File: src/rtl/sip_pkg.sv
// Package with widths, payload types and pipeline types of the segment intersection block.
`default_nettype none
package sip_pkg;
    localparam int W  = 32;         // coordinate width
    localparam int DW = 2 * W + 3;  // width of a cross product
    localparam int QB = W + 2;      // quotient bits produced by the divider
    localparam int PW = 3 * W + 4;  // width of the dividend |dir| * tn
    localparam int H  = W + 2;      // low slice of tn for the split multiply
    localparam int SIP_LATENCY = QB + 7;

    typedef struct packed {
        logic signed [W-1:0] seg_a_start_x;
        logic signed [W-1:0] seg_a_start_y;
        logic signed [W-1:0] seg_a_end_x;
        logic signed [W-1:0] seg_a_end_y;
        logic signed [W-1:0] seg_b_start_x;
        logic signed [W-1:0] seg_b_start_y;
        logic signed [W-1:0] seg_b_end_x;
        logic signed [W-1:0] seg_b_end_y;
    } t_in;

    typedef struct packed {
        logic                hit;
        logic signed [W-1:0] cross_x;
        logic signed [W-1:0] cross_y;
    } t_out;

    typedef struct packed {
        logic [DW-1:0] rem;
        logic [QB-1:0] low;
        logic [QB-1:0] q;
    } t_lane;

    typedef struct packed {
        logic [DW-1:0]       den;
        t_lane               lx;
        t_lane               ly;
        logic signed [W-1:0] ax;
        logic signed [W-1:0] ay;
        logic                negx;
        logic                negy;
        logic                hit;
    } t_div;
endpackage
`default_nettype wire

File: src/rtl/sip_div_stage.sv
// One restoring division step for both coordinate lanes, with its pipeline register.
`default_nettype none
module sip_div_stage (
    input  wire logic          i_clk,
    input  wire logic          i_rst_n,
    input  wire logic          i_valid,
    input  wire sip_pkg::t_div i_d,
    output logic               o_valid,
    output sip_pkg::t_div      o_d
);
    function automatic sip_pkg::t_lane step(sip_pkg::t_lane l, logic [sip_pkg::DW-1:0] den);
        logic [sip_pkg::DW:0] trial;
        sip_pkg::t_lane       r;
        trial = {l.rem, l.low[sip_pkg::QB-1]};
        r.low = {l.low[sip_pkg::QB-2:0], 1'b0};
        if (trial >= {1'b0, den}) begin
            r.rem = sip_pkg::DW'(trial - {1'b0, den});
            r.q   = {l.q[sip_pkg::QB-2:0], 1'b1};
        end else begin
            r.rem = trial[sip_pkg::DW-1:0];
            r.q   = {l.q[sip_pkg::QB-2:0], 1'b0};
        end
        return r;
    endfunction

    sip_pkg::t_div n_d;
    sip_pkg::t_div r_d;
    logic          r_valid;

    always_comb begin
        n_d    = i_d;
        n_d.lx = step(i_d.lx, i_d.den);
        n_d.ly = step(i_d.ly, i_d.den);
    end

    always_ff @(posedge i_clk) begin
        if (!i_rst_n) begin
            r_valid <= 1'b0;
        end else begin
            r_valid <= i_valid;
        end
    end

    always_ff @(posedge i_clk) begin
        r_d <= n_d;
    end

    assign o_valid = r_valid;
    assign o_d     = r_d;
endmodule
`default_nettype wire

File: config.mk
export PLATFORM = sky130hd
export DESIGN_NAME = sip_div_stage
export DESIGN_NICKNAME = d
export VERILOG_FILES = /design/src/rtl/sip_pkg.sv /design/src/rtl/sip_div_stage.sv
export SDC_FILE = /design/constraint.sdc
export NUM_CORES = 1
export LEC_CHECK = 0
export BUFFER_PORTS_ARGS = -buffer_cell sky130_fd_sc_hd__buf_2
export CAP_MARGIN = 20
export CORE_AREA = 2 2 316 318
export CTS_CLUSTER_SIZE = 10
export DETAILED_ROUTE_END_ITERATION = 8
export DIE_AREA = 0 0 318 320
export HOLD_SLACK_MARGIN = 0.03
export SLEW_MARGIN = 10
export SYNTH_ARGS = -nofsm -noshare
export SYNTH_HDL_FRONTEND = slang
export SYNTH_SLANG_ARGS = --single-unit
File: constraint.sdc
create_clock -name i_clk -period 5.4 [get_ports i_clk]
set_input_delay 1.35 -clock i_clk [delete_from_list [all_inputs] [get_ports i_clk]]
set_output_delay 1.35 -clock i_clk [all_outputs]
set_load 0.005 [all_outputs]
== After elaboration in Yosys (flattened, before gate mapping) ==
Cells that the tools add are included.
Operators by class
  add/sub/neg operators: 2
  order comparisons: 2
  mux-type cells: 4
Operator list (count)
  >= comparator 68 x 67 -> 1 bit: 2
  two-way mux 67 bit: 2
  subtractor 67 bit: 2
  two-way mux 1 bit: 2
Storage, ports and cells
  flip-flop bits (word level): 403
  input port bits: 407
  word-level logic and storage cells: 21

== Depth between registers and ports, before layout ==
  word-level depth: 2
  depth in mapped cells: 17

== Worst setup path before layout ==
No wires, ideal clock.
  path type: input -> register
  from: input i_d[134] (netlist bit)
  to: register r_d, in the netlist o_d[191]
  arrival: 4217 ps
  data required time: 5272 ps
  setup slack: 1055 ps
  cell stages on the path: 15
  buffers on the path: 0
  cells stage by stage: inv_1 -> ha_1 -> inv_1 -> fa_1 -> a211oi_1 -> o21bai_1 -> a21o_1 -> a221o_1 -> a211o_1 -> a31o_2 -> a21bo_2 -> a31o_2 -> a21oi_1 -> xor2_1 -> o21ai_0
RTL lines
  from (decl): RTL line sip_div_stage.sv:7  | input wire sip_pkg::t_div i_d,
  to (signal assigned): RTL line sip_div_stage.sv:45  | r_d <= n_d;
  to (decl): RTL line sip_div_stage.sv:27  | sip_pkg::t_div r_d;

==> out/metrics.csv <==
stage,metric,value,unit
worst_setup_path,CP Launch Type,input pin,
detailed_routing,top layer in use,met5,
finish,Area Overhead vs Synth,41.0,%
grt,largest net degree at the start of global routing,79,
synthesis,syn avg cell area,9.08,um2
worst_setup_path,CP dominant cell by count,a21oi_1,
clocking,# clock sinks,403,
synthesis,"Seq/Total Area, Yosys",45.3,%
detailed_routing,met2 WL,57800,um
place,placed insts,4034,
worst_setup_path,critical path capture point type,flop,
detailed_routing,DR WL/cell,25.9,um
clocking,"Setup Fix Bufs, Post-CTS",0,
clocking,CTS Buf Count,52,
job,# Max-Cap Violations,0,
worst_hold_path,Worst Hold Class,input pin to flop,
place,placed inst area,23500,um2
sta,RSZ-0062 raised after global routing,no,
synthesis,"Async S/R FF share, synth",0,%
sta,Setup-failing EPs final,0,
place,port bufs,807,
place,post-DP HPWL,93200,um
synthesis,mapped cell area,17800,um2
power,Pleak,12.1,nW
sta,Final Cycle Share,90.7,%
clocking,Root Driver,clkbuf_16,
finish,"commonest cells after routing, fill and taps aside","buf_2, dfxtp_1, nand2_1",
sta,fmax,0.204,GHz
clocking,Worst-path clk slew,0.06,ns
synthesis,number of synthesized flops with an enable pin,0,
worst_setup_path,Worst Path Arrival,5.39,ns
worst_setup_path,"Req. time, crit path",5.90,ns
clocking,Max clock buf depth,3,
worst_setup_path,Crit Path Class,input pin to flop,
floorplan,die footprint,102000,um2
clocking,cts repair resizes,0,
floorplan,Rows,115,
detailed_routing,WL met1,37400,um
grt,total track usage,20.3,%
finish,Final nets,3344,
power,Max IR drop VDD,0.000240,V
detailed_routing,WL final,107000,um
detailed_routing,drt pass-1 iters,5,
detailed_routing,post-route ant nets,0,
floorplan,Ports,812,
detailed_routing,detailed-route DRC error count,0,
detailed_routing,Via Count,17700,
power,PwrDens,355,nW/um2
finish,final cell count without fillers,4125,
finish,layout cell share with drive strength beyond 1,34.5,%
clocking,CTS tree,yes,
place,RePlAce Congestion,0.879,
grt,initial antenna violation count,79,
finish,fill count,10700,
grt,vias in the first global route,17700,
sta,Fin. Hold Viols,0,
finish,"most common cell after layout, fill and taps aside",buf_2,
place,dpl ws,-0.215,ns
floorplan,Initial Util,18.2,%
outcome,outcome,finished clean,
worst_setup_path,Critical Path Source,i_d[269],
synthesis,Seq cells post-synth,403,
synthesis,post-synthesis cell type count,76,
floorplan,Die Width,318,um
worst_setup_path,Worst path depth,18,
clocking,cts hold-fix bufs,0,
floorplan,Die Ht,320,um
synthesis,top_reg_cell synth,dfxtp_1,
worst_setup_path,Critical path buffers and inverters,6,
sta,final slew viol count,0,
sta,setup_tns,0,ns
grt,Overflow after GRT,0,
worst_setup_path,CP max FO,78,
grt,first-pass GRT wire length,143000,um
worst_setup_path,end of the critical path,o_d[292],
synthesis,Cells after Synth,1964,
detailed_routing,Via density,4.30,
sta,Final min period,4.90,ns
detailed_routing,DR WL met3,8450,um
finish,Finished Cell Area,25100,um2
worst_setup_path,Top delay family on crit path,compound AO/OA/AOI/OAI gates,
clocking,H-tree Lvls,2,
sta,Slew headroom,43.5,%
worst_setup_path,Crit path largest cell delay,0.48,ns
sta,Worst Slack Setup Final,0.502,ns
worst_setup_path,crit-path cells,buf_2 > inv_1 > ha_1 > inv_1 > fa_1 > a21oi_1 > buf_4 > o211ai_1 > a21oi_1 > nand2_1 > a221oi_4 > o311ai_1 > o31ai_1 > buf_4 > a21oi_1 > nor4_4 > buf_12 > o21ai_0,
worst_setup_path,"Slowest-stage cell, CP",a221oi_4,
detailed_routing,first-iteration detailed-routing DRC count,1036,
sta,Least-Margin Pin Slew,0.835,ns
synthesis,Synthesis Warnings,0,
floorplan,core footprint,98000,um2
## area by class of cell
class	instances	area, um2	share of cell area, %
Clock inverter	12	145	0.577
Timing Repair Buffer	877	4630	18.4
Clock buffer	66	1410	5.63
Tap cell	1287	1610	6.41
Sequential cell	403	8070	32.1
Inverter	107	402	1.60
Antenna cell	13	32.5	0.129
Multi-Input combinational cell	1360	8840	35.2
## per-stage QoR
step                      total power, mW  util [%]  hold slack [ns]
after floorplan                      4.53         -             1.38
after global placement               5.70      24.0             1.45
after detailed placement             5.69      24.0             1.45
after CTS                            9.10      25.6            0.742
after global routing                 9.38      25.6            0.769
final                                8.92      25.7            0.798
## sequential cells by signal, indices dropped and copies added (netlist names)
name,cells
o_valid,1
o_d,402
## report_power, final
group          switching, mW  leakage (nW)  internal (mW)
registers             0.0941          3.40           3.32
clock network           1.44         0.757           1.88
logic                   1.32          7.94          0.882
## Yosys cell counts (6+ instances only)
cell type	count	area, um2
o21ai_0	209	1050
a21oi_1	161	806
a21o_1	88	661
inv_1	106	398
xor2_1	57	499
a211oi_1	12	90.1
clkbuf_1	52	195
or2_2	6	37.5
nand4_1	49	307
buf_4	18	135
o211ai_1	7	52.6
a31oi_1	19	119
nor2_1	78	293
and3_1	12	75.1
nand3_1	29	145
nand2b_1	11	68.8
buf_6	10	113
a21boi_0	10	75.1
buf_2	13	65.1
nor3_1	18	90.1
o21a_1	11	82.6
ha_1	134	1680
or3_1	6	37.5
o31ai_1	12	90.1
nor2b_1	8	50.1
nand2_1	235	882
dfxtp_1	403	8070
xnor2_1	68	596
o21bai_1	34	255
## cell families (layout without fill, tap and decap cells)
kind of cell,after synthesis,in the layout,share of synthesized area (%)
AO/OA/AOI/OAI,616,616,21.2
AND/OR/NAND/NOR,476,476,12.3
flip-flops,403,403,45.3
buffers and inverters,202,1062,5.22
adder cells (fa/ha/maj),136,136,9.63
XOR/XNOR,125,125,6.14
multiplexers,5,5,0.309
other,1,15,0.0210
## per-layer routing
layer / vias up / track usage, %
met3: 180 / 6.76
met2: 717 / 39.6
met5: - / 0
met1: 8233 / 20.3
li1: 8551 / -
met4: 66 / 5.20
## worst min-delay path by stage
stage / startpoint / endpoint / slack [ns] / cells after the start
floorplan: i_d[0] / o_d[0] / 1.38 / 0
global placement: i_d[42] / o_d[42] / 1.45 / 1
detailed placement: i_d[3] / o_d[3] / 1.45 / 1
CTS: i_d[4] / o_d[4] / 0.74 / 1
global route: i_d[241] / o_d[242] / 0.77 / 1
finish: i_d[260] / o_d[261] / 0.80 / 1
Note: power is estimated with default switching activity, not from simulation.
